==> config.mk <==
export PLATFORM = sky130hd
export DESIGN_NAME = pvm_ctrl
export DESIGN_NICKNAME = d
export VERILOG_FILES = /design/src/rtl/pvm_pkg.sv /design/src/rtl/pvm_ctrl.sv
export SDC_FILE = /design/constraint.sdc
export NUM_CORES = 1
export LEC_CHECK = 0
export BUFFER_PORTS_ARGS = -buffer_cell sky130_fd_sc_hd__buf_4
export CAP_MARGIN = 5
export CELL_PAD_IN_SITES_DETAIL_PLACEMENT = 2
export CELL_PAD_IN_SITES_GLOBAL_PLACEMENT = 2
export CORE_AREA = 10 10 47 49
export DETAILED_ROUTE_END_ITERATION = 8
export DIE_AREA = 0 0 57 59
export GPL_ROUTABILITY_DRIVEN = 0
export MAX_ROUTING_LAYER = met4
export PLACE_DENSITY_LB_ADDON = 0.1
export SYNTH_ARGS = -nofsm -noshare
export SYNTH_HDL_FRONTEND = slang
export SYNTH_SLANG_ARGS = --single-unit
==> constraint.sdc <==
create_clock -name i_clk -period 1.6 [get_ports i_clk]
set_clock_uncertainty 0.2 [all_clocks]
set_input_delay 0.32 -clock i_clk [delete_from_list [all_inputs] [get_ports i_clk]]
set_output_delay 0.32 -clock i_clk [all_outputs]
set_load 0.03 [all_outputs]
==> src/rtl/pvm_pkg.sv <==
// Package: shared types and constants for the PCM voice mixer.
`timescale 1ns / 1ps

package pvm_pkg;

    // Fixed field widths of the transaction payloads
    localparam int SAMPLE_W = 16;
    localparam int ID_W     = 3;
    localparam int OFFSET_W = 12;
    localparam int LENGTH_W = 13;
    localparam int ACTIVE_W = 3;

    // Command codes of an input transaction
    typedef enum logic [1:0] {
        CMD_TICK    = 2'd0,
        CMD_TRIGGER = 2'd1,
        CMD_WRITE   = 2'd2,
        CMD_LENGTH  = 2'd3
    } t_cmd;

    typedef struct packed {
        t_cmd                        command;
        logic [ID_W-1:0]             sound_id;
        logic [OFFSET_W-1:0]         sample_offset;
        logic signed [SAMPLE_W-1:0]  sample_value;
        logic [LENGTH_W-1:0]         length_value;
    } t_in_item;

    typedef struct packed {
        logic signed [SAMPLE_W-1:0]  left_sample;
        logic signed [SAMPLE_W-1:0]  right_sample;
        logic [ACTIVE_W-1:0]         active_voices;
    } t_out_item;

    // Controller states
    typedef enum logic [2:0] {
        ST_IDLE,
        ST_SCAN,
        ST_DRAIN,
        ST_FINISH,
        ST_DIVIDE
    } t_state;

    // Controller to datapath commands
    typedef struct packed {
        logic exec;        // carry out a trigger, sample write or length set
        logic tick_start;  // clear the accumulator, rewind the voice index
        logic scan_step;   // visit the voice under the index
        logic div_start;   // launch the averaging divide
        logic out_load;    // capture the mixed frame into the output register
    } t_dp_cmd;

    // Datapath to controller status
    typedef struct packed {
        logic scan_last;   // index is on the last voice
        logic div_done;    // quotient is ready
    } t_dp_sts;

endpackage

==> src/rtl/pvm_ctrl.sv <==
// Controller: sequences command execution, voice scan, divide and output.
`timescale 1ns / 1ps

module pvm_ctrl (
    input  logic             i_clk,
    input  logic             i_rst_n,
    input  logic             i_in_valid,
    input  pvm_pkg::t_cmd    i_command,
    input  logic             i_out_stall,
    input  pvm_pkg::t_dp_sts i_sts,
    output logic             o_in_stall,
    output logic             o_out_valid,
    output pvm_pkg::t_dp_cmd o_cmd
);

    pvm_pkg::t_state r_state, n_state;
    logic            r_out_valid, n_out_valid;

    always_ff @(posedge i_clk) begin
        if (!i_rst_n) begin
            r_state     <= pvm_pkg::ST_IDLE;
            r_out_valid <= 1'b0;
        end else begin
            r_state     <= n_state;
            r_out_valid <= n_out_valid;
        end
    end

    // Next state and commands
    always_comb begin
        n_state = r_state;
        o_cmd   = '0;
        case (r_state)
            pvm_pkg::ST_IDLE: begin
                if (i_in_valid) begin
                    if (i_command == pvm_pkg::CMD_TICK) begin
                        o_cmd.tick_start = 1'b1;
                        n_state          = pvm_pkg::ST_SCAN;
                    end else begin
                        o_cmd.exec = 1'b1;
                    end
                end
            end
            pvm_pkg::ST_SCAN: begin
                o_cmd.scan_step = 1'b1;
                if (i_sts.scan_last) begin
                    n_state = pvm_pkg::ST_DRAIN;
                end
            end
            pvm_pkg::ST_DRAIN: begin
                n_state = pvm_pkg::ST_FINISH;
            end
            pvm_pkg::ST_FINISH: begin
                o_cmd.div_start = 1'b1;
                n_state         = pvm_pkg::ST_DIVIDE;
            end
            pvm_pkg::ST_DIVIDE: begin
                // wait for the quotient and a free output register
                if (i_sts.div_done && (!r_out_valid || !i_out_stall)) begin
                    o_cmd.out_load = 1'b1;
                    n_state        = pvm_pkg::ST_IDLE;
                end
            end
            default: begin
                n_state = pvm_pkg::ST_IDLE;
            end
        endcase
    end

    // Output valid: set on load, cleared when the transaction completes
    always_comb begin
        n_out_valid = r_out_valid;
        if (o_cmd.out_load) begin
            n_out_valid = 1'b1;
        end else if (r_out_valid && !i_out_stall) begin
            n_out_valid = 1'b0;
        end
    end

    assign o_in_stall  = (r_state != pvm_pkg::ST_IDLE);
    assign o_out_valid = r_out_valid;

    // A frame is never loaded over one still waiting to be taken
    a_load_free: assert property (@(posedge i_clk) disable iff (!i_rst_n)
        o_cmd.out_load |-> (!r_out_valid || !i_out_stall))
        else $error("output register overwritten while stalled");

    // A loaded frame is offered on the next cycle
    a_load_valid: assert property (@(posedge i_clk) disable iff (!i_rst_n)
        o_cmd.out_load |=> o_out_valid)
        else $error("loaded frame not offered");

    // The divider drops its done flag once launched
    a_div_restart: assert property (@(posedge i_clk) disable iff (!i_rst_n)
        o_cmd.div_start |=> !i_sts.div_done)
        else $error("divider done flag stale after start");

    // A tick only starts from idle with an accepted transaction
    a_tick_accept: assert property (@(posedge i_clk) disable iff (!i_rst_n)
        o_cmd.tick_start |-> (i_in_valid && !o_in_stall))
        else $error("tick started without an accepted transaction");

endmodule

Word level (Yosys, flattened, before mapping) --
Index checks and enable logic that the tools add are counted.
Word-level totals: register bits 4, output and inout port bits 7, word-level logic and storage cells 35
Operators by class: eq/ne operators 8, mux-type cells 15, reductions and logical operators 10
Operators by type and width (count):
- one-hot mux 3 bit (5 select lines) | 1
- 2-to-1 mux 3 bit | 4
- 2-to-1 mux 1 bit | 8
- != test 2 bit (second input constant) | 4
- equality test 3 x 2 -> 1 bit (second input constant) | 2
- 2-to-1 mux 2 bit | 2
- AND reduction 4 bit | 1
- equality test 3 x 1 -> 1 bit (second input constant) | 1
- equality test 3 bit (second input constant) | 1
- zero test 3 bit | 1
- nonzero test 3 bit | 1
- logical AND 1 bit | 2
- zero test 1 bit | 2
- zero test 2 bit | 1
- nonzero test 2 bit | 1
- logical OR 1 bit | 1

Logic depth before layout (Yosys ltp) --
Gate-level depths: netlist of the first run.
depth in word-level cells 6, mapped depth 3, depth with buffers taken out 2

Worst setup path before layout of the first run --
Ideal clock, no wire load.
kind register -> output, start register r_state[0], end output port o_cmd[3] in the netlist's numbering, arrival time 1541 ps, slack -461 ps, cell stages (with the launch flop) 3, buffers on the path 0, cells stage by stage dfxtp_1 or4b_1 nor3_1
RTL lines:
- start, declared | line pvm_ctrl.sv:16 | pvm_pkg::t_state r_state, n_state;
- start signal, assigned | line pvm_ctrl.sv:21 | r_state <= pvm_pkg::ST_IDLE;
- start signal, assigned | line pvm_ctrl.sv:24 | r_state <= n_state;
- end, declared | line pvm_ctrl.sv:13 | output pvm_pkg::t_dp_cmd o_cmd

==> results.json, run 1 <==
{
  "p_total_mw": 0.330,
  "place_inst": 58,
  "path_cells": "or4b_4 > nor3_4 > buf_6",
  "slowest_delay_ns": 0.57,
  "cts-root-buf": "clkbuf_4",
  "antenna_found_initial": 0,
  "clk-insertion-delay-late_ns": 0.23,
  "dpl_worst_slack_ns": -0.115,
  "ios": 15,
  "postRouteAntennaNets": 0,
  "finalWirelength_um": 914,
  "r2r_start": "r_state[1]$_SDFFE_PN0P_",
  "die_h_um": 59,
  "powerDensity_mw_per_mm2": 636,
  "required_ns": 1.08,
  "synth_top_area_share_pct": 33.5,
  "cp_top_family": "simple AND/OR/NAND/NOR gates",
  "slowest_stage": "or4b_4",
  "syn_area_per_cell_um2": 9.19,
  "tightest_slew_ns": 0.207,
  "track_usage_pct": 6.09,
  "syn_nets": 34,
  "max-slew-margin-rel_pct": 86.2,
  "netlist_instances": 26,
  "cp-startpoint": "r_state[1]$_SDFFE_PN0P_",
  "drive_gt1_share_pct": 68.1,
  "synth_mux_area_share_pct": 0,
  "synthSimpleGateAreaFrac_pct": 46.6,
  "switching_share_pct": 26.4,
  "ir_worst_vdd_mv": 0.399,
  "p_sw_mw": 0.0873,
  "clockBufferDepth": 2,
  "setup_viol": 6,
  "reg2reg_slack_ns": 0.03,
  "setup_ws_ns": -0.313,
  "die_x_um": 57,
  "intPower_mw": 0.243,
  "synth-adder-area-share_pct": 0,
  "grt_pass1_wl_mm": 1.52,
  "drtPass1Iterations": 2,
  "synth-seq-area-share_pct": 33.5,
  "final_cells": 63,
  "nFillCells": 172,
  "dieArea_mm2": 0.00336,
  "antennaDiodeCount": 0,
  "placed_cell_area_um2": 403,
  "start_util_pct": 17.1,
  "grt_max_degree": 10,
  "violations": "negative setup slack",
  "period_needed_ns": 1.91,
  "rsz0062_at_grt": "true",
  "cts_tree": "done",
  "drt_iter0_drc": 2,
  "clk_pin_slew_ns": 0.04,
  "min_period_over_period_pct": 120,
  "combPwrFrac_pct": 31.1,
  "setup.worst_path.end": "o_cmd[3]",
  "final_nets": 57,
  "numCtsBuffers": 3,
  "io_buffers": 14,
  "syn_area_um2": 239,
  "wire_per_inst_um": 14.5,
  "critPathKind": "register to output pin",
  "worstRegToRegCells": 5,
  "status": "finished with violations",
  "synth.area.top_cells": "dfxtp_1, nand4bb_1, or4b_1, a21boi_0, nand2b_1",
  "p_clk_share_pct": 36.9,
  "cp-end-kind": "output pin",
  "fmax_ghz": 0.523,
  "rows": 14,
  "cts_max_level": 1,
  "dp_hpwl_um": 721,
  "via_per_inst": 4.83,
  "stdcell_area_um2": 519,
  "synth_xor_area_share_pct": 0,
  "ys_seq_elements": 4,
  "crit_cells": 3,
  "synth_top_family_by_area": "simple AND/OR/NAND/NOR gates",
  "synth_compound_area_share_pct": 16.8,
  "core_area_mm2": 0.00140,
  "r2r_end": "r_state[0]$_SDFFE_PN0P_",
  "cap_violations": 0,
  "cp_max_fo": 2,
  "p_seq_share_pct": 31.9,
  "cts_hold_buffers": 0,
  "path_buf_inv": 1,
  "yosysUniqueCellTypes": 17,
  "vias": 304,
  "grt_pass1_vias": 331,
  "route.detailed.drc": 0,
  "area_growth_syn_to_layout_pct": 117,
  "yosysWarningCount": 0,
  "critPathLaunchType": "register",
  "slew_violations": 0,
  "gr-total-overflow": 0,
  "leakagePower_nw": 0.211,
  "worstPathArrival_ns": 1.39,
  "hold_violations": 0,
  "min_path_type": "input pin to register",
  "yosysTopAreaCell": "dfxtp_1",
  "cts.sinks": 4
}
[how the worst min path moves through the flow]
stage	startpoint	slack, ns	cells past startpoint	to
after global placement	o_out_valid$_SDFFE_PN0P_	0.28	2	o_out_valid$_SDFFE_PN0P_
final	i_rst_n	0.13	2	r_state[2]$_SDFFE_PN0P_
after detailed placement	o_out_valid$_SDFFE_PN0P_	0.31	2	o_out_valid$_SDFFE_PN0P_
after global routing	i_rst_n	0.12	2	r_state[2]$_SDFFE_PN0P_
after CTS	i_rst_n	0.13	2	r_state[2]$_SDFFE_PN0P_
after floorplan	i_rst_n	0.24	1	r_state[2]$_SDFFE_PN0P_
[Yosys cell counts]
library cell,number
nand2_1,1
nand2b_1,2
nand4bb_1,2
o2bb2ai_1,1
or3b_2,1
a31oi_1,1
and3b_2,1
nor3_1,1
buf_4,1
or4b_1,2
nand3b_1,1
or3_1,1
a21oi_1,2
a21boi_0,2
nor3b_1,1
dfxtp_1,4
nor2_1,2
[kinds of logic after synthesis]
| kind of cell | after synthesis |
|---|---|
| AO/OA/AOI/OAI | 6 |
| flip-flops | 4 |
| AND/OR/NAND/NOR | 15 |
| buffers and inverters | 1 |
[cell type report]
| cell class | instances | area (um2) | area share, % |
|---|---|---|---|
| Tap cell | 16 | 20.0 | 3.86 |
| Multi-Input combinational cell | 21 | 205 | 39.5 |
| Timing Repair Buffer | 19 | 189 | 36.4 |
| Sequential cell | 4 | 82.6 | 15.9 |
| Clock buffer | 3 | 22.5 | 4.34 |
[timing repair]
item,4_1_cts,5_1_grt
buffers inserted,0,2
gates cloned,0,0
setup endpoints to repair,6,6
pin swaps,4,4
resized for setup,6,8
[per-stage QoR]
stage	setup TNS (ns)	hold slack [ns]	utilization, %
floorplan	-0.175	0.237	-
global placement	-0.177	0.282	28.7
detailed placement	-0.205	0.313	28.7
CTS	-0.895	0.131	32.1
global route	-1.48	0.123	37.1
finish	-1.15	0.129	37.1
[power by group through the flow]
stage	clock [mW]	sequential, mW	combinational (mW)
finish	0.122	0.106	0.103
detailed placement	0	0.106	0.0842
CTS	0.128	0.105	0.0908
global route	0.145	0.106	0.109
global placement	0	0.106	0.0824
floorplan	0	0.109	0.0419
[metal layers]
metal	global-route usage [%]	share of wire [%]
met1	4.88	38
met2	11.0	56
met3	4.72	6.1
met4	1.01	0
met5	-	0
[registers in the layout, summed over array words and instances, names as in the netlist]
signal       flops
o_out_valid      1
r_state          3
[layout by cell type, fill, tap and decap left out, drive strengths merged]
master	count
and3b	1
buf	19
a21boi	2
clkbuf	3
nor2	2
nand4bb	2
nor3b	1
or3b	1
a21oi	2
nand2	1
or4b	2
nor3	1
dfxtp	4
nand2b	2
a31oi	1
o2bb2ai	1
or3	1
nand3b	1
No activity file was read; power rests on OpenSTA's default activity.
==> run 2, diff against run 1 <==
- ABC_AREA: unset -> 1
- CORE_AREA: 10 10 47 49 -> unset
- CORE_MARGIN: unset -> 10
- CORE_UTILIZATION: unset -> 18
- DIE_AREA: 0 0 57 59 -> unset
==> results.json, run 2 <==
{
  "wire_per_inst_um": 13.3,
  "ys.flop_type": "dfxtp_1",
  "final_nets": 74,
  "fmax_ghz": 0.596,
  "netlist_instances": 40,
  "die_h_um": 58.2,
  "period_needed_ns": 1.68,
  "powerDensity_mw_per_mm2": 648,
  "clk_pin_slew_ns": 0.04,
  "drt_iter0_drc": 0,
  "syn_nets": 48,
  "hold_ws_ns": 0.139,
  "dpl_worst_slack_ns": 0.0984,
  "critPathKind": "register to output pin",
  "clockBufferDepth": 2,
  "p_total_mw": 0.326,
  "synth_most_common_cell": "nand2_1",
  "regMostFlops": "r_state",
  "synth_common_cells": "nand2_1, inv_1, nor2_1, dfxtp_1, nor2_2",
  "clk-insertion-delay-late_ns": 0.23,
  "ir_worst_vdd_mv": 0.275,
  "ios": 15,
  "route.detailed.drc": 0,
  "min_path_type": "input pin to register",
  "cts-root-buf": "clkbuf_4",
  "rows": 13,
  "regArea_um2": 86.3,
  "cp_max_fo": 5,
  "dieArea_mm2": 0.00339,
  "async_reset_ff_share_pct": 0,
  "grt_pass1_vias": 405,
  "track_usage_pct": 6.90,
  "min_period_over_period_pct": 105,
  "stdcell_area_um2": 503,
  "slew_violations": 0,
  "multi_input_area_um2": 170,
  "tightest_slew_ns": 0.173,
  "area_growth_syn_to_layout_pct": 91.4,
  "finalWirelength_mm": 1.05,
  "cp-end-kind": "output pin",
  "antenna_found_initial": 0,
  "synth-seq-area-share_pct": 30.5,
  "leakagePower_nw": 0.252,
  "violations": "negative setup slack",
  "die_x_um": 58.2,
  "cts_tree": "done",
  "rsz0062_at_grt": "true",
  "grt_max_degree": 6,
  "numCtsBuffers": 3,
  "antennaDiodeCount": 0,
  "final_common_cell": "buf_4",
  "syn_area_per_cell_um2": 6.57,
  "postRouteAntennaNets": 0,
  "start_util_pct": 19.7,
  "required_ns": 1.08,
  "yosysWarningCount": 0,
  "hold_violations": 0,
  "gr-total-overflow": 0,
  "dp_hpwl_um": 837,
  "mostFrequentLayoutCells": "buf_4, nand2_1, inv_1, nor2_1",
  "cap_violations": 0,
  "status": "finished with violations",
  "critPathLaunchType": "register",
  "cts_hold_buffers": 0,
  "yosysTopAreaCell": "dfxtp_1",
  "cts_max_level": 1,
  "setup_ws_ns": -0.0790,
  "grt_pass1_wl_mm": 1.75,
  "largest_register_ffs": 3,
  "drtPass1Iterations": 1,
  "core_area_mm2": 0.00133,
  "nFillCells": 156,
  "drive_gt1_share_pct": 67.2,
  "setup_viol": 4,
  "synth.area.top_cells": "dfxtp_1, nor2_2, nand2_1, nor3_2, inv_1",
  "cts.sinks": 4,
  "yosysUniqueCellTypes": 14,
  "vias": 344,
  "max-slew-margin-rel_pct": 88.4,
  "placed_cell_area_um2": 382,
  "worstPathArrival_ns": 1.16,
  "io_buffers": 14,
  "ys_seq_elements": 4,
  "synth_top_area_share_pct": 30.5,
  "syn_area_um2": 263,
  "via_per_inst": 4.35,
  "synth_edf_count": 0
}
-- run 2: cell type report --
type                            instances  share of cell area [%]
Tap cell                               15                    3.73
Clock buffer                            3                    4.48
Sequential cell                         4                    17.2
Multi-Input combinational cell         27                    33.8
Inverter                                8                    6.47
Timing Repair Buffer                   22                    34.3
-- run 2: repair_timing --
action | in CTS | in global routing
endpoints found under the setup margin | 5 | 6
setup buffers | 6 | 2
resized for setup | 6 | 6
pin swaps | 4 | 3
gates cloned | 0 | 0
-- run 2: worst max-delay path, cell delays in order (launching register included) --
cell and delay, ns:
dfxtp_4 0.36, inv_2 0.06, nand2_1 0.09, nor3_2 0.22, buf_4 0.19
-- run 2: worst paths after layout --
kind / from / depth (start not counted) / slack [ns] / to
max: r_state[1]$_SDFFE_PN0P_ / 4 / -0.08 / o_cmd[0]
min: i_out_stall / 3 / 0.14 / o_out_valid$_SDFFE_PN0P_
max reg2reg: r_state[0]$_SDFFE_PN0P_ / 7 / 0.26 / r_state[0]$_SDFFE_PN0P_
min reg2reg: o_out_valid$_SDFFE_PN0P_ / 2 / 0.33 / o_out_valid$_SDFFE_PN0P_
-- run 2: cells by family after synthesis --
kind of cell | count (synthesis) | share of synthesized area [%]
and+or+nand+nor | 25 | 51.4
buffers and inverters | 9 | 14.3
DFF | 4 | 30.5
AOI/OAI and AO/OA | 2 | 3.81
-- run 2: power breakdown --
part | leakage [nW] | switching, mW | total, mW | internal [mW]
Sequential | 0.0341 | 0.00250 | 0.104 | 0.102
Combinational | 0.204 | 0.0529 | 0.0981 | 0.0453
Clock | 0.0138 | 0.0396 | 0.123 | 0.0838
-- run 2: per-layer routing --
metal  GRT usage [%]  wire (um)
met1            6.32        391
met2            11.7        588
met3            2.40         44
met4            5.03         22
met5               -          0
-- run 2: through the flow --
stage	utilization (%)	setup TNS, ns	instances
final	37.7	-0.136	79
after CTS	34.8	-0.209	77
after global routing	37.7	-0.503	79
after floorplan	-	0	40
after detailed placement	28.6	0	68
after global placement	28.6	0	68
==> run 3, diff against run 2 <==
--- a/config.mk
+++ b/config.mk
@@ -15,5 +15,4 @@
 export DETAILED_ROUTE_END_ITERATION = 8
 export GPL_ROUTABILITY_DRIVEN = 0
-export MAX_ROUTING_LAYER = met4
 export PLACE_DENSITY_LB_ADDON = 0.1
 export SYNTH_ARGS = -nofsm -noshare
==> constraint.sdc (replaced) <==
create_clock -name i_clk -period 1.6 [get_ports i_clk]
set_clock_uncertainty 0.2 [all_clocks]
set_input_delay 0.4 -clock i_clk [delete_from_list [all_inputs] [get_ports i_clk]]
set_output_delay 0.4 -clock i_clk [all_outputs]
set_load 0.03 [all_outputs]
==> results.json, run 3 (synthesis gave the netlist of run 2 again) <==
{
  "drive_gt1_share_pct": 75.4,
  "cp-end-kind": "output pin",
  "die_x_um": 58.2,
  "clk_pin_slew_ns": 0.04,
  "cts_max_level": 1,
  "cp_max_fo": 3,
  "drt_iter0_drc": 3,
  "route.detailed.drc": 0,
  "area_growth_syn_to_layout_pct": 124,
  "period_needed_ns": 1.75,
  "grt_pass1_wl_mm": 2.18,
  "leakagePower_nw": 0.298,
  "ir_worst_vdd_mv": 0.247,
  "wire_per_inst_um": 17.0,
  "clk-insertion-delay-late_ns": 0.25,
  "drtPass1Iterations": 2,
  "fin_util_pct": 44.1,
  "r2r_end": "r_state[2]$_SDFFE_PN0P_",
  "min_period_over_period_pct": 109,
  "grt_pass1_vias": 456,
  "grt_max_degree": 6,
  "critPathKind": "register to output pin",
  "numCtsBuffers": 3,
  "mostFrequentLayoutCells": "buf_4, buf_6, nor2_4, inv_1",
  "powerDensity_mw_per_mm2": 612,
  "vias": 383,
  "die_h_um": 58.2,
  "status": "finished with violations",
  "tightest_slew_ns": 0.179,
  "start_util_pct": 19.7,
  "switching_share_pct": 32.8,
  "via_per_inst": 4.56,
  "worstHoldStart": "i_out_stall",
  "required_ns": 1.00,
  "p_sw_mw": 0.118,
  "clockBufferDepth": 2,
  "final_nets": 79,
  "track_usage_pct": 9.06,
  "cts-root-buf": "clkbuf_4",
  "p_clk_share_pct": 37.1,
  "tns_ns": -0.488,
  "cts.sinks": 4,
  "regMostFlops": "r_state",
  "critPathLaunchType": "register",
  "dieArea_mm2": 0.00339,
  "setup_viol": 5,
  "postRouteAntennaNets": 0,
  "setup_ws_ns": -0.152,
  "ios": 15,
  "slew_violations": 0,
  "antenna_found_initial": 0,
  "finalWirelength_mm": 1.43,
  "core_area_mm2": 0.00133,
  "largest_register_ffs": 3,
  "io_buffers": 14,
  "cts_tree": "done",
  "final_common_cell": "buf_4",
  "rows": 13,
  "gr-total-overflow": 0,
  "r2r_start": "r_state[0]$_SDFFE_PN0P_",
  "hold_end": "o_out_valid$_SDFFE_PN0P_",
  "fmax_ghz": 0.571,
  "max-slew-margin-rel_pct": 88.0,
  "antennaDiodeCount": 0,
  "intPower_mw": 0.242,
  "worstPathArrival_ns": 1.15,
  "cap_violations": 0,
  "combPwrFrac_pct": 33.6,
  "dp_hpwl_mm": 1.01,
  "hold_depth": 3,
  "p_seq_share_pct": 29.2,
  "rsz0062_at_grt": "true",
  "violations": "negative setup slack",
  "worstRegToRegCells": 9,
  "reg2reg_slack_ns": 0.14,
  "min_path_type": "input pin to register",
  "hold_violations": 0
}
run 3: cell count changes in the layout (fill, tap and decap cells not counted), sizes merged:
| cell | previous run | this run |
|---|---|---|
| buf | 22 | 27 |
run 3: repair_timing:
item,in CTS,in global routing
pin swaps,5,5
setup buffers,7,3
endpoints found under the setup margin,6,6
hold buffers,0,0
gates resized for setup,12,10
run 3: worst max path at each step:
stage                                  from       end  slack, ns
floorplan           r_state[2]$_SDFFE_PN0P_  o_cmd[3]     -0.008
global placement               i_command[1]  o_cmd[3]      0.008
detailed placement             i_command[1]  o_cmd[3]      -0.06
CTS                 r_state[2]$_SDFFE_PN0P_  o_cmd[4]      -0.22
global route        r_state[0]$_SDFFE_PN0P_  o_cmd[4]      -0.23
finish              r_state[0]$_SDFFE_PN0P_  o_cmd[4]      -0.15
run 3: layout make-up:
class | instances | area, um2
sequential | 4 | 86.3
tap | 15 | 18.8
clock buffer | 3 | 22.5
multi-input combinational | 27 | 199
timing repair buffer | 27 | 229
fill | 160 | 746
inverter | 8 | 32.5
run 3: stage by stage:
| stage | hold slack [ns] | power (mW) | worst slack, ns | cell area, um2 | instances |
|---|---|---|---|---|---|
| 5_1_grt | 0.227 | 0.385 | -0.227 | 588 | 84 |
| 2_1_floorplan | 0.345 | 0.156 | -0.00764 | 278 | 40 |
| 3_5_place_dp | 0.333 | 0.195 | -0.0585 | 417 | 71 |
| 4_1_cts | 0.197 | 0.342 | -0.216 | 532 | 81 |
| 3_3_place_gp | 0.295 | 0.189 | 0.00817 | 417 | 71 |
| 6_report | 0.232 | 0.360 | -0.152 | 588 | 84 |
run 3: power by group through the flow:
| stage | clock network [mW] | registers, mW | logic [mW] |
|---|---|---|---|
| CTS | 0.136 | 0.104 | 0.102 |
| floorplan | 0 | 0.107 | 0.0489 |
| finish | 0.134 | 0.105 | 0.121 |
| global route | 0.150 | 0.106 | 0.130 |
| detailed placement | 0 | 0.108 | 0.0877 |
| global placement | 0 | 0.107 | 0.0820 |
run 3: worst max-delay path: stages, from the launching register on:
cell,delay (ns)
dfxtp_2,0.33
inv_4,0.08
nand2_4,0.06
nor2_4,0.12
nand2_2,0.08
nor2_4,0.10
buf_6,0.14
run 3: metal layers:
layer	vias to the layer above	track usage [%]	wire [um]
met2	8	18.6	920
met4	0	8.05	47
met1	189	6.35	415
met5	-	0	0
li1	182	-	-
met3	4	2.40	48
